$ cat src/design/aes128_key_expansion_assert.svh
// Assertion macros for the key expansion block
`ifndef AES128_KEY_EXPANSION_ASSERT_SVH
`define AES128_KEY_EXPANSION_ASSERT_SVH

`ifndef SYNTH

`define KE_ASSERT_SAME(label, clk, rst_n, cond, conseq, msg) \
    label: assert property (@(posedge clk) disable iff (!rst_n) (cond) |-> (conseq)) \
        else $error(msg);

`define KE_ASSERT_NEXT(label, clk, rst_n, cond, conseq, msg) \
    label: assert property (@(posedge clk) disable iff (!rst_n) (cond) |=> (conseq)) \
        else $error(msg);

`else

`define KE_ASSERT_SAME(label, clk, rst_n, cond, conseq, msg)

`define KE_ASSERT_NEXT(label, clk, rst_n, cond, conseq, msg)

`endif

`endif

$ cat src/design/aes128ke_pkg.sv
package aes128ke_pkg;

    localparam int unsigned WORD_W      = 32;
    localparam int unsigned BYTE_W      = 8;
    localparam int unsigned INDEX_W     = 6;
    localparam int unsigned KEY_WORDS   = 4;
    localparam int unsigned TOTAL_WORDS = 44;

    localparam logic [INDEX_W-1:0] LAST_INDEX = INDEX_W'(TOTAL_WORDS - 1);
    localparam logic [1:0]         LAST_KEY_SLOT = 2'(KEY_WORDS - 1);

    localparam logic [BYTE_W-1:0] RCON_FIRST = 8'h01;
    localparam logic [BYTE_W-1:0] RCON_POLY  = 8'h1b;

    typedef logic [WORD_W-1:0] word_t;
    typedef logic [BYTE_W-1:0] byte_t;

    typedef struct packed {
        logic  use_sub;
        byte_t rcon;
    } ke_ctrl_t;

    localparam byte_t SBOX [0:255] = '{
        8'h63, 8'h7c, 8'h77, 8'h7b, 8'hf2, 8'h6b, 8'h6f, 8'hc5,
        8'h30, 8'h01, 8'h67, 8'h2b, 8'hfe, 8'hd7, 8'hab, 8'h76,
        8'hca, 8'h82, 8'hc9, 8'h7d, 8'hfa, 8'h59, 8'h47, 8'hf0,
        8'had, 8'hd4, 8'ha2, 8'haf, 8'h9c, 8'ha4, 8'h72, 8'hc0,
        8'hb7, 8'hfd, 8'h93, 8'h26, 8'h36, 8'h3f, 8'hf7, 8'hcc,
        8'h34, 8'ha5, 8'he5, 8'hf1, 8'h71, 8'hd8, 8'h31, 8'h15,
        8'h04, 8'hc7, 8'h23, 8'hc3, 8'h18, 8'h96, 8'h05, 8'h9a,
        8'h07, 8'h12, 8'h80, 8'he2, 8'heb, 8'h27, 8'hb2, 8'h75,
        8'h09, 8'h83, 8'h2c, 8'h1a, 8'h1b, 8'h6e, 8'h5a, 8'ha0,
        8'h52, 8'h3b, 8'hd6, 8'hb3, 8'h29, 8'he3, 8'h2f, 8'h84,
        8'h53, 8'hd1, 8'h00, 8'hed, 8'h20, 8'hfc, 8'hb1, 8'h5b,
        8'h6a, 8'hcb, 8'hbe, 8'h39, 8'h4a, 8'h4c, 8'h58, 8'hcf,
        8'hd0, 8'hef, 8'haa, 8'hfb, 8'h43, 8'h4d, 8'h33, 8'h85,
        8'h45, 8'hf9, 8'h02, 8'h7f, 8'h50, 8'h3c, 8'h9f, 8'ha8,
        8'h51, 8'ha3, 8'h40, 8'h8f, 8'h92, 8'h9d, 8'h38, 8'hf5,
        8'hbc, 8'hb6, 8'hda, 8'h21, 8'h10, 8'hff, 8'hf3, 8'hd2,
        8'hcd, 8'h0c, 8'h13, 8'hec, 8'h5f, 8'h97, 8'h44, 8'h17,
        8'hc4, 8'ha7, 8'h7e, 8'h3d, 8'h64, 8'h5d, 8'h19, 8'h73,
        8'h60, 8'h81, 8'h4f, 8'hdc, 8'h22, 8'h2a, 8'h90, 8'h88,
        8'h46, 8'hee, 8'hb8, 8'h14, 8'hde, 8'h5e, 8'h0b, 8'hdb,
        8'he0, 8'h32, 8'h3a, 8'h0a, 8'h49, 8'h06, 8'h24, 8'h5c,
        8'hc2, 8'hd3, 8'hac, 8'h62, 8'h91, 8'h95, 8'he4, 8'h79,
        8'he7, 8'hc8, 8'h37, 8'h6d, 8'h8d, 8'hd5, 8'h4e, 8'ha9,
        8'h6c, 8'h56, 8'hf4, 8'hea, 8'h65, 8'h7a, 8'hae, 8'h08,
        8'hba, 8'h78, 8'h25, 8'h2e, 8'h1c, 8'ha6, 8'hb4, 8'hc6,
        8'he8, 8'hdd, 8'h74, 8'h1f, 8'h4b, 8'hbd, 8'h8b, 8'h8a,
        8'h70, 8'h3e, 8'hb5, 8'h66, 8'h48, 8'h03, 8'hf6, 8'h0e,
        8'h61, 8'h35, 8'h57, 8'hb9, 8'h86, 8'hc1, 8'h1d, 8'h9e,
        8'he1, 8'hf8, 8'h98, 8'h11, 8'h69, 8'hd9, 8'h8e, 8'h94,
        8'h9b, 8'h1e, 8'h87, 8'he9, 8'hce, 8'h55, 8'h28, 8'hdf,
        8'h8c, 8'ha1, 8'h89, 8'h0d, 8'hbf, 8'he6, 8'h42, 8'h68,
        8'h41, 8'h99, 8'h2d, 8'h0f, 8'hb0, 8'h54, 8'hbb, 8'h16
    };

    function automatic byte_t xtime(input byte_t b);
        byte_t r;
        r = {b[BYTE_W-2:0], 1'b0};
        if (b[BYTE_W-1])
        begin
            r = r ^ RCON_POLY;
        end
        return r;
    endfunction

endpackage

$ cat src/design/aes128ke_word_unit.sv
module aes128ke_word_unit (
    input  aes128ke_pkg::word_t    oldest_word,
    input  aes128ke_pkg::word_t    newest_word,
    input  aes128ke_pkg::ke_ctrl_t ctrl,
    output aes128ke_pkg::word_t    next_word
);

    aes128ke_pkg::word_t rot_word;
    aes128ke_pkg::word_t sub_word;
    aes128ke_pkg::word_t mixed_word;

    assign rot_word = {newest_word[23:0], newest_word[31:24]};

    always_comb
    begin
        for (int b = 0; b < 4; b++)
        begin
            sub_word[b*8 +: 8] = aes128ke_pkg::SBOX[rot_word[b*8 +: 8]];
        end
    end

    // apply the S-box path on the first word of each round key
    assign mixed_word = ctrl.use_sub ? (sub_word ^ {ctrl.rcon, 24'h000000}) : newest_word;
    assign next_word  = mixed_word ^ oldest_word;

endmodule

$ cat src/design/aes128_key_expansion.sv
// Channel  | Ports                             | Handshake
// ---------+-----------------------------------+------------------------------
// key in   | cipher_key_word                   | transfer when start && !busy
// words out| word_index, expanded_word,        | transfer on every strobe cycle
//          | last_word                         |
//
// The first three key words give no result.
// The fourth key word starts a run with busy high; the single
// word unit produces one expanded word per cycle; W0 leaves through the
// output register first and W43 (last_word high) last, as busy falls.
// Reset clears the four-word window, the key word count and the run state.
// The receiver cannot stall; one word is shown per strobe cycle.
module aes128_key_expansion (
    input  logic        clk,
    input  logic        rst_n,
    input  logic        start,
    output logic        busy,
    input  logic [31:0] cipher_key_word,
    output logic        strobe,
    output logic [5:0]  word_index,
    output logic [31:0] expanded_word,
    output logic        last_word
);

`include "aes128_key_expansion_assert.svh"

    typedef enum logic {
        ST_LOAD,
        ST_RUN
    } state_t;

    state_t                             state_reg;
    logic [1:0]                         loaded_reg;
    logic [aes128ke_pkg::INDEX_W-1:0]   count_reg;
    aes128ke_pkg::byte_t                rcon_reg;
    aes128ke_pkg::word_t                window_reg [4];
    logic                               strobe_reg;
    logic [aes128ke_pkg::INDEX_W-1:0]   index_reg;
    aes128ke_pkg::word_t                word_reg;
    logic                               last_reg;

    logic                               accept;
    aes128ke_pkg::ke_ctrl_t             ctrl;
    aes128ke_pkg::word_t                next_word;

    assign accept       = start && (state_reg == ST_LOAD);
    assign ctrl.use_sub = (count_reg[1:0] == 2'b00);
    assign ctrl.rcon    = rcon_reg;

    aes128ke_word_unit u_word_unit (
        .oldest_word (window_reg[0]),
        .newest_word (window_reg[3]),
        .ctrl        (ctrl),
        .next_word   (next_word)
    );

    always_ff @(posedge clk or negedge rst_n)
    begin
        if (!rst_n)
        begin
            state_reg  <= ST_LOAD;
            loaded_reg <= 2'd0;
            count_reg  <= '0;
            rcon_reg   <= aes128ke_pkg::RCON_FIRST;
            strobe_reg <= 1'b0;
            index_reg  <= '0;
            word_reg   <= '0;
            last_reg   <= 1'b0;
            for (int k = 0; k < 4; k++)
            begin
                window_reg[k] <= '0;
            end
        end
        else
        begin
            strobe_reg <= 1'b0;
            index_reg  <= count_reg;
            word_reg   <= window_reg[0];
            last_reg   <= (count_reg == aes128ke_pkg::LAST_INDEX);
            unique case (state_reg)
                ST_LOAD:
                begin
                    if (accept)
                    begin
                        window_reg[loaded_reg] <= cipher_key_word;
                        loaded_reg             <= loaded_reg + 2'd1;
                        if (loaded_reg == aes128ke_pkg::LAST_KEY_SLOT)
                        begin
                            state_reg <= ST_RUN;
                            count_reg <= '0;
                            rcon_reg  <= aes128ke_pkg::RCON_FIRST;
                        end
                    end
                end
                ST_RUN:
                begin
                    // emit the oldest word, shift in the next one
                    strobe_reg    <= 1'b1;
                    window_reg[0] <= window_reg[1];
                    window_reg[1] <= window_reg[2];
                    window_reg[2] <= window_reg[3];
                    window_reg[3] <= next_word;
                    if (ctrl.use_sub)
                    begin
                        rcon_reg <= aes128ke_pkg::xtime(rcon_reg);
                    end
                    count_reg <= count_reg + 1'b1;
                    if (count_reg == aes128ke_pkg::LAST_INDEX)
                    begin
                        state_reg <= ST_LOAD;
                    end
                end
                default:
                begin
                    state_reg <= ST_LOAD;
                end
            endcase
        end
    end

    assign busy          = (state_reg == ST_RUN);
    assign strobe        = strobe_reg;
    assign word_index    = index_reg;
    assign expanded_word = word_reg;
    assign last_word     = last_reg;

    `KE_ASSERT_SAME(a_last_ends_run, clk, rst_n, strobe && last_word, !busy, "run still busy at last word")
    `KE_ASSERT_SAME(a_mid_run_busy, clk, rst_n, strobe && !last_word, busy, "word shown outside a run")
    `KE_ASSERT_NEXT(a_index_steps, clk, rst_n, strobe && !last_word, strobe && (word_index == $past(word_index) + 6'd1), "word index did not advance")
    `KE_ASSERT_NEXT(a_fourth_starts, clk, rst_n, accept && (loaded_reg == aes128ke_pkg::LAST_KEY_SLOT), busy && strobe == 1'b0 && count_reg == 6'd0, "fourth key word did not start a run")

endmodule
$ cat config.mk
export PLATFORM = sky130hd
export DESIGN_NAME = aes128_key_expansion
export DESIGN_NICKNAME = d
export VERILOG_FILES = /design/src/design/aes128ke_pkg.sv /design/src/design/aes128ke_word_unit.sv /design/src/design/aes128_key_expansion.sv
export VERILOG_INCLUDE_DIRS = /design/src /design/src/design
export SDC_FILE = /design/constraint.sdc
export NUM_CORES = 1
export LEC_CHECK = 0
export BUFFER_PORTS_ARGS = -buffer_cell sky130_fd_sc_hd__buf_2
export CAP_MARGIN = 30
export CORE_MARGIN = 8
export CORE_UTILIZATION = 45
export DETAILED_ROUTE_END_ITERATION = 6
export SYNTH_ARGS = -nofsm -noshare
export SYNTH_HDL_FRONTEND = slang
export SYNTH_SLANG_ARGS = --single-unit
export TNS_END_PERCENT = 100
$ cat constraint.sdc
create_clock -name clk -period 5.05 [get_ports clk]
set_input_delay 1.01 -clock clk [delete_from_list [all_inputs] [get_ports clk]]
set_output_delay 1.01 -clock clk [all_outputs]
set_load 0.02 [all_outputs]
## Yosys cells after proc, flatten, opt, wreduce, memory -nomap -nowiden

Memories as Yosys holds them, arrays and structs flattened.
Cells that the tools add are included.

| operators by class | value |
|---|---|
| bitwise operators | 9 |
| reduce and logical (&&, ||, !) cells | 6 |
| shift operators | 0 |
| add/subtract/negate cells | 2 |
| magnitude comparators | 6 |
| multipliers | 0 |
| divide/modulo/power cells | 0 |
| multiplexer cells | 27 |
| equality and inequality tests | 5 |

Operators with widths:

| kind | number |
|---|---|
| $pmux W128 S2 | 1 |
| $bwmux W128 | 1 |
| $mux W128 | 1 |
| $mux W8 | 11 |
| $demux W32 S2 | 1 |
| $mux W32 | 2 |
| $xor A32 B32 Y32 | 2 |
| $ge A9 B9 Y1 const B | 4 |
| $not A8 Y9 | 4 |
| $pmux W8 S2 | 1 |
| $mux W6 | 2 |
| $pmux W6 S2 | 1 |
| $add A6 B1 Y6 const B | 1 |
| $eq A6 B6 Y1 const B | 1 |
| $mux W5 | 1 |
| $mux W1 | 4 |
| $ne A2 B1 Y1 const B | 2 |
| $not A4 Y4 | 1 |
| $reduce_and A2 Y1 | 2 |
| $ge A3 B3 Y1 const B | 1 |
| $lt A3 B1 Y1 const B | 1 |
| $not A2 Y3 | 1 |
| $reduce_and A3 Y1 | 1 |
| $add A2 B1 Y2 const B | 1 |
| other kinds (6) | 7 |

| storage, ports and cells | value |
|---|---|
| bits of input ports | 35 |
| latch bits | 0 |
| memories | 4 |
| memory bits (writable) | 0 |
| flip-flop bits (word level) | 185 |
| memory bits (read-only) | 8192 |
| word-level logic and storage cells | 71 |
| output and inout bits | 41 |

Memory list:

| name | words | width | rd ports | clocked after Yosys merged registers in | wr ports | line | source |
|---|---|---|---|---|---|---|---|
| (no name shown) | 256 | 8 | 1 | 0 | 0 | aes128ke_word_unit.sv:18 | `sub_word[b*8 +: 8] = aes128ke_pkg::SBOX[rot_word[b*8 +: 8]];` |
| (no name shown) | 256 | 8 | 1 | 0 | 0 | aes128ke_word_unit.sv:18 |  |
| (no name shown) | 256 | 8 | 1 | 0 | 0 | aes128ke_word_unit.sv:18 |  |
| (no name shown) | 256 | 8 | 1 | 0 | 0 | aes128ke_word_unit.sv:18 |  |

## Longest topological paths before layout

| depth | value |
|---|---|
| depth in word-level cells | 8 |
| mapped depth | 14 |
| depth with buffers taken out | 10 |

## Hierarchy

From an unflattened synthesis, not the netlist that was laid out.

| unflattened totals | value |
|---|---|
| cell total of the unflattened synthesis | 2849 |
| area total of the unflattened synthesis | 21944.8 um^2 |

Modules (own cells, without submodules):

| module | instances | sequential area each (um^2) | area each (um^2) | cells an instance |
|---|---|---|---|---|
| aes128ke_word_unit | 1 | 0.0 | 14014.7 | 2160 |
| aes128_key_expansion | 1 | 4630.7 | 7930.1 | 689 |

## Worst setup path after synthesis

No wires, ideal clock.

| timing path | value |
|---|---|
| path kind | register to register |
| start | register window_reg[8] (netlist name) |
| end | register window_reg[21] (netlist name) |
| period minus slack after synthesis | 3753 ps |
| setup slack | 1297 ps |
| data required time | 4913 ps |
| arrival | 3616 ps |
| path buffers | 4 |
| library setup time | 137 ps |
| stages on the path, launching flop included | 15 |
| cells stage by stage | dfrtp_1 > clkbuf_1 > clkbuf_1 > clkbuf_1 > inv_1 > ha_1 > clkbuf_1 > and2b_2 > a21oi_1 > mux4_2 > mux4_2 > mux2_2 > a21oi_2 > xnor2_1 > a21oi_1 |

| between the ends | value |
|---|---|
| word-level cells in the longest chain between the ends | 8 |

Ends and longest elaborated chain:

| item | line | source |
|---|---|---|
| from (decl) | aes128_key_expansion.sv:36 | `aes128ke_pkg::word_t window_reg [4];` |
| from (signal, indexed assignment) | aes128_key_expansion.sv:85 | `window_reg[loaded_reg] <= cipher_key_word;` |
| $not A8 Y9 (implied by the code) | aes128ke_word_unit.sv:18 |  |
| $mem_v2 Z256 W8 | -- |  |
| $mux W8 (implied by the code) (2 in a row) | aes128ke_word_unit.sv:18 |  |
| $xor A32 B32 Y32 | aes128ke_word_unit.sv:23 | `assign mixed_word = ctrl.use_sub ? (sub_word ^ {ctrl.rcon, 24'h000000}) : newest_word;` |
| $mux W32 | aes128ke_word_unit.sv:23 |  |
| $xor A32 B32 Y32 | aes128ke_word_unit.sv:24 | `assign next_word = mixed_word ^ oldest_word;` |
| $pmux W128 S2 | aes128_key_expansion.sv:80 | `unique case (state_reg)` |

No other way between the ends. The select of a mux whose other input is x is not followed.
A chain may end at the register's enable or synchronous reset.

## Worst setup path after layout

| timing path | value |
|---|---|
| start | register window_reg[18] (netlist name) |
| end | register window_reg[31] (netlist name) |

The elaborated chain is that of the path after synthesis.

==> impl_results.html <==
<table>
<tr><th>Metric</th><th>Value</th></tr>
<tr><th colspan="2">Timing</th></tr>
<tr><td>Summed negative setup slack over all endpoints</td><td>0 ns</td></tr>
<tr><td>Max-slew headroom at the worst pin</td><td>0.218</td></tr>
<tr><td>Worst Skew</td><td>0.0139 ns</td></tr>
<tr><td>Maximum operating frequency</td><td>247 MHz</td></tr>
<tr><td>Worst hold margin</td><td>0.425 ns</td></tr>
<tr><td>Crit share post-route</td><td>0.800</td></tr>
<tr><td>Setup repair after global routing missed its margin</td><td>no</td></tr>
<tr><td>Period minus WS final</td><td>4.04 ns</td></tr>
<tr><td>Hold Violations, Final</td><td>0</td></tr>
<tr><td>Slew of the pin with the lowest slew margin</td><td>1.17 ns</td></tr>
<tr><td>Final count of negative-setup-slack endpoints</td><td>0</td></tr>
<tr><td>Final Max Tran Viols</td><td>0</td></tr>
<tr><th colspan="2">Logic synthesis</th></tr>
<tr><td>Synthesized area</td><td>21700 µm²</td></tr>
<tr><td>Synth cell types</td><td>92</td></tr>
<tr><td>Net count after synthesis</td><td>2844</td></tr>
<tr><td>Yosys warning total</td><td>0</td></tr>
<tr><td>Number of cells produced by synthesis</td><td>2747</td></tr>
<tr><td>FF+latch count, synth</td><td>185</td></tr>
<tr><td>Number of enable-type register cells in the synthesized netlist</td><td>0</td></tr>
<tr><td>Main synth FF type</td><td>sky130_fd_sc_hd__dfrtp_1</td></tr>
<tr><td>Mean instance size in the synthesized netlist</td><td>7.89 µm²</td></tr>
<tr><td>Cell type with the highest aggregate area in the netlist</td><td>sky130_fd_sc_hd__dfrtp_1</td></tr>
<tr><td>Post-synthesis async set-or-reset flop share</td><td>1.00</td></tr>
<tr><td>Top cell type's share of synthesized area</td><td>0.212</td></tr>
<tr><td>Top area cells in the synthesized netlist</td><td>sky130_fd_sc_hd__dfrtp_1 (21%), sky130_fd_sc_hd__mux4_2 (9.3%), sky130_fd_sc_hd__mux2i_1 (7.0%)</td></tr>
<tr><td>Proportion of synthesized chip area in sequential cells</td><td>0.214</td></tr>
<tr><th colspan="2">Worst setup path</th></tr>
<tr><td>Critical path data arrival time</td><td>4.40 ns</td></tr>
<tr><td>CP max-delay cell</td><td>sky130_fd_sc_hd__dfrtp_2</td></tr>
<tr><td>Element type at the critical path start</td><td>flip-flop</td></tr>
<tr><td>Data required time of the worst path</td><td>5.41 ns</td></tr>
<tr><td>Category of the worst setup path capture point</td><td>flip-flop</td></tr>
<tr><td>CP cell instances</td><td>buf_4, nor2b_1, nor3_1, o32ai_1, nor4_1, o32ai_1, xor2_1, or3_1, and3_1</td></tr>
<tr><td>Worst setup path category</td><td>reg2reg</td></tr>
<tr><td>Most repeated library cell on the critical path</td><td>sky130_fd_sc_hd__o32ai_1</td></tr>
<tr><td>Buffers and inverters on the worst path</td><td>1</td></tr>
<tr><td>Largest delay contributor family on the critical path</td><td>simple AND/OR/NAND/NOR gates</td></tr>
<tr><td>Top fanout value on the critical path</td><td>36</td></tr>
<tr><td>Crit path largest cell delay</td><td>0.81 ns</td></tr>
<tr><th colspan="2">Global route</th></tr>
<tr><td>Number of antenna violations at the first check in global routing</td><td>6</td></tr>
<tr><td>Wire length of the first global-routing pass</td><td>141 mm</td></tr>
<tr><td>Global-route usage over all layers</td><td>0.321</td></tr>
<tr><td>Total gr overflow</td><td>0</td></tr>
<tr><td>Largest net degree at the start of global routing</td><td>109</td></tr>
<tr><td>Number of global-route vias before repair</td><td>21893</td></tr>
<tr><th colspan="2">Detailed routing</th></tr>
<tr><td>Routed via count</td><td>23559</td></tr>
<tr><td>Post-DR vias/cell</td><td>7.31</td></tr>
<tr><td>Detail Route Antenna Nets</td><td>0</td></tr>
<tr><td>Iteration-0 DRC count of the detailed router</td><td>4174</td></tr>
<tr><td>DRC viols</td><td>2</td></tr>
<tr><td>DR WL/cell</td><td>28.9 µm</td></tr>
<tr><td>TritonRoute pass-1 iters</td><td>7</td></tr>
<tr><td>Total Wirelength</td><td>93.2 mm</td></tr>
<tr><th colspan="2">Layout</th></tr>
<tr><td>Antenna Cells</td><td>0</td></tr>
<tr><td># nets final</td><td>2695</td></tr>
<tr><td>Most frequent cells in the layout</td><td>sky130_fd_sc_hd__nand2_1 (286), sky130_fd_sc_hd__o21ai_0 (280), sky130_fd_sc_hd__a21oi_1 (180)</td></tr>
<tr><td>Commonest non-fill, non-tap cell in the layout</td><td>sky130_fd_sc_hd__nand2_1</td></tr>
<tr><td>Area occupied by multi-input gates</td><td>15500 µm²</td></tr>
<tr><td>Sequential cell area</td><td>4660 µm²</td></tr>
<tr><td>Synthesis-to-finish area growth</td><td>4.92%</td></tr>
<tr><td>Fill count</td><td>4742</td></tr>
<tr><td>Fraction of final layout cells with drive strength greater than 1</td><td>0.145</td></tr>
<tr><td>Finished Core Util</td><td>0.478</td></tr>
<tr><td>Flip-flop count of the largest register, all copies and words added</td><td>128</td></tr>
<tr><th colspan="2">Floorplanning</th></tr>
<tr><td>Std-Cell Core Area</td><td>47600 µm²</td></tr>
<tr><td>IO Pins</td><td>76</td></tr>
<tr><td>Die extent in y</td><td>236 µm</td></tr>
<tr><td>Die area</td><td>55500 µm²</td></tr>
<tr><td>Horiz. Die Dim</td><td>236 µm</td></tr>
<tr><td>Starting density of the core</td><td>0.455</td></tr>
<tr><td>Placement Rows</td><td>80</td></tr>
<tr><th colspan="2">Clocking</th></tr>
<tr><td>Maximum level of the CTS H-tree</td><td>4</td></tr>
<tr><td>Hold buffer count at CTS</td><td>0</td></tr>
<tr><td>TritonCTS sink count</td><td>185</td></tr>
<tr><td>Post-CTS Repair Setup Buffers</td><td>0</td></tr>
<tr><td>Clock edge transition at the registers on the reported setup and hold paths</td><td>0.07 ns</td></tr>
<tr><td>Clk_lat worst skew</td><td>0.47 ns</td></tr>
<tr><td>Clock tree from TritonCTS</td><td>done</td></tr>
<tr><td>TritonCTS buffer count</td><td>17</td></tr>
<tr><td>CTS-repair resized insts</td><td>0</td></tr>
<tr><td>Cell chosen for the clock root</td><td>sky130_fd_sc_hd__clkbuf_16</td></tr>
<tr><td>Maximum clock insertion buffer count</td><td>2</td></tr>
<tr><th colspan="2">Placement</th></tr>
<tr><td>Placer congestion estimate</td><td>1.08</td></tr>
<tr><td>Estimated wirelength of the detail-placed design</td><td>64.1 mm</td></tr>
<tr><td># port buffers</td><td>75</td></tr>
<tr><th colspan="2">Power and ir drop</th></tr>
<tr><td>Net Sw Frac</td><td>0.555</td></tr>
<tr><td>Leak</td><td>9.39 nW</td></tr>
<tr><td>Total net switching power</td><td>9.85 mW</td></tr>
<tr><td>Portion of total power attributed to the clock network</td><td>0.087</td></tr>
<tr><td>Power density normalized to cell area</td><td>780 nW/µm²</td></tr>
<tr><td>Peak VDD IR</td><td>0.475 mV</td></tr>
<tr><td>Overall power consumption</td><td>17.7 mW</td></tr>
<tr><td>Internal portion of total power</td><td>7.89 mW</td></tr>
<tr><td>Comb power frac</td><td>0.762</td></tr>
<tr><td>Portion of total power attributed to sequential cells</td><td>0.151</td></tr>
<tr><th colspan="2">Run status</th></tr>
<tr><td>Failing checks</td><td>design-rule violations</td></tr>
<tr><td>Status</td><td>finished with violations</td></tr>
<tr><th colspan="2">Job</th></tr>
<tr><td>Max cap viols</td><td>0</td></tr>
<tr><th colspan="2">Hold path</th></tr>
<tr><td>Path class of the lowest-slack min-delay path</td><td>reg2reg</td></tr>
</table>
power by group through the flow:
stage / clock network, mW / registers [mW] / logic, mW
2_1_floorplan: 0 / 2.21 / 9.49
3_3_place_gp: 0 / 2.67 / 13.1
3_5_place_dp: 0 / 2.67 / 12.9
4_1_cts: 1.58 / 2.65 / 12.9
5_1_grt: 1.64 / 2.74 / 14.2
6_report: 1.55 / 2.68 / 13.5
cell type report:
cell class | instances | area share
multi-input cells | 2198 | 0.680
flip-flops and latches | 185 | 0.205
repair buffers | 146 | 0.0434
well taps | 615 | 0.0338
clock buffers | 17 | 0.0187
clock inverters | 14 | 0.0107
inverters | 50 | 0.00825
through the flow:
stage          worst slack, ns  cell area [µm²]  instances
4_1_cts                   1.17            22800       3225
3_5_place_dp              1.23            22100       3194
5_1_grt                  0.958            22800       3225
3_3_place_gp              1.12            22100       3193
2_1_floorplan             1.30            21700       2747
6_report                  1.01            22800       3225
cells in the mapped netlist, types with 40 or more instances:
cell type and n:
sky130_fd_sc_hd__nand3_1 75, sky130_fd_sc_hd__ha_1 62, sky130_fd_sc_hd__nor2_1 162, sky130_fd_sc_hd__buf_2 86
sky130_fd_sc_hd__mux2i_1 151, sky130_fd_sc_hd__nand2_1 290, sky130_fd_sc_hd__dfrtp_1 184, sky130_fd_sc_hd__a31oi_1 47
sky130_fd_sc_hd__inv_1 40, sky130_fd_sc_hd__nor3_1 78, sky130_fd_sc_hd__a211oi_1 40, sky130_fd_sc_hd__mux4_2 90
sky130_fd_sc_hd__o21ai_0 280, sky130_fd_sc_hd__nand2b_1 67, sky130_fd_sc_hd__a21oi_1 180, sky130_fd_sc_hd__clkbuf_1 164
sky130_fd_sc_hd__nor2b_1 78, sky130_fd_sc_hd__o311ai_0 48
per-layer routing:
layer / vias to the layer above / global-route usage / wire [µm]
met3: 394 / 0.0713 / 9900
met4: 8 / 0.162 / 5450
li1: 9969 / - / -
met5: - / 0 / 56
met2: 1787 / 0.476 / 39900
met1: 11401 / 0.435 / 37800
path summary, 6_finish.rpt:
path,end,from,cells after the start,slack [ns]
worst max register to register,window_reg[31],window_reg[18],9,1.01
max in group asynchronous,window_reg[11],rst_n,2,3.39
worst min-delay path,expanded_word[9],window_reg[105],0,0.42
min in group asynchronous,window_reg[69],rst_n,1,0.59
worst max-delay path,window_reg[31],window_reg[18],9,1.01
worst min register to register,expanded_word[9],window_reg[105],0,0.42
cell families (layout without fill, tap and decap cells):
| kind of cell | Yosys count | after routing | synth area share |
|---|---|---|---|
| buffers and inverters | 364 | 227 | 0.0732 |
| DFF | 185 | 185 | 0.214 |
| muxes | 269 | 269 | 0.178 |
| AOI/OAI and AO/OA | 922 | 922 | 0.280 |
| and+or+nand+nor | 907 | 907 | 0.204 |
| adders and majority gates | 62 | 62 | 0.0358 |
| xor gates and xnor gates | 38 | 38 | 0.0153 |
No activity file was read; power rests on OpenSTA's default activity.
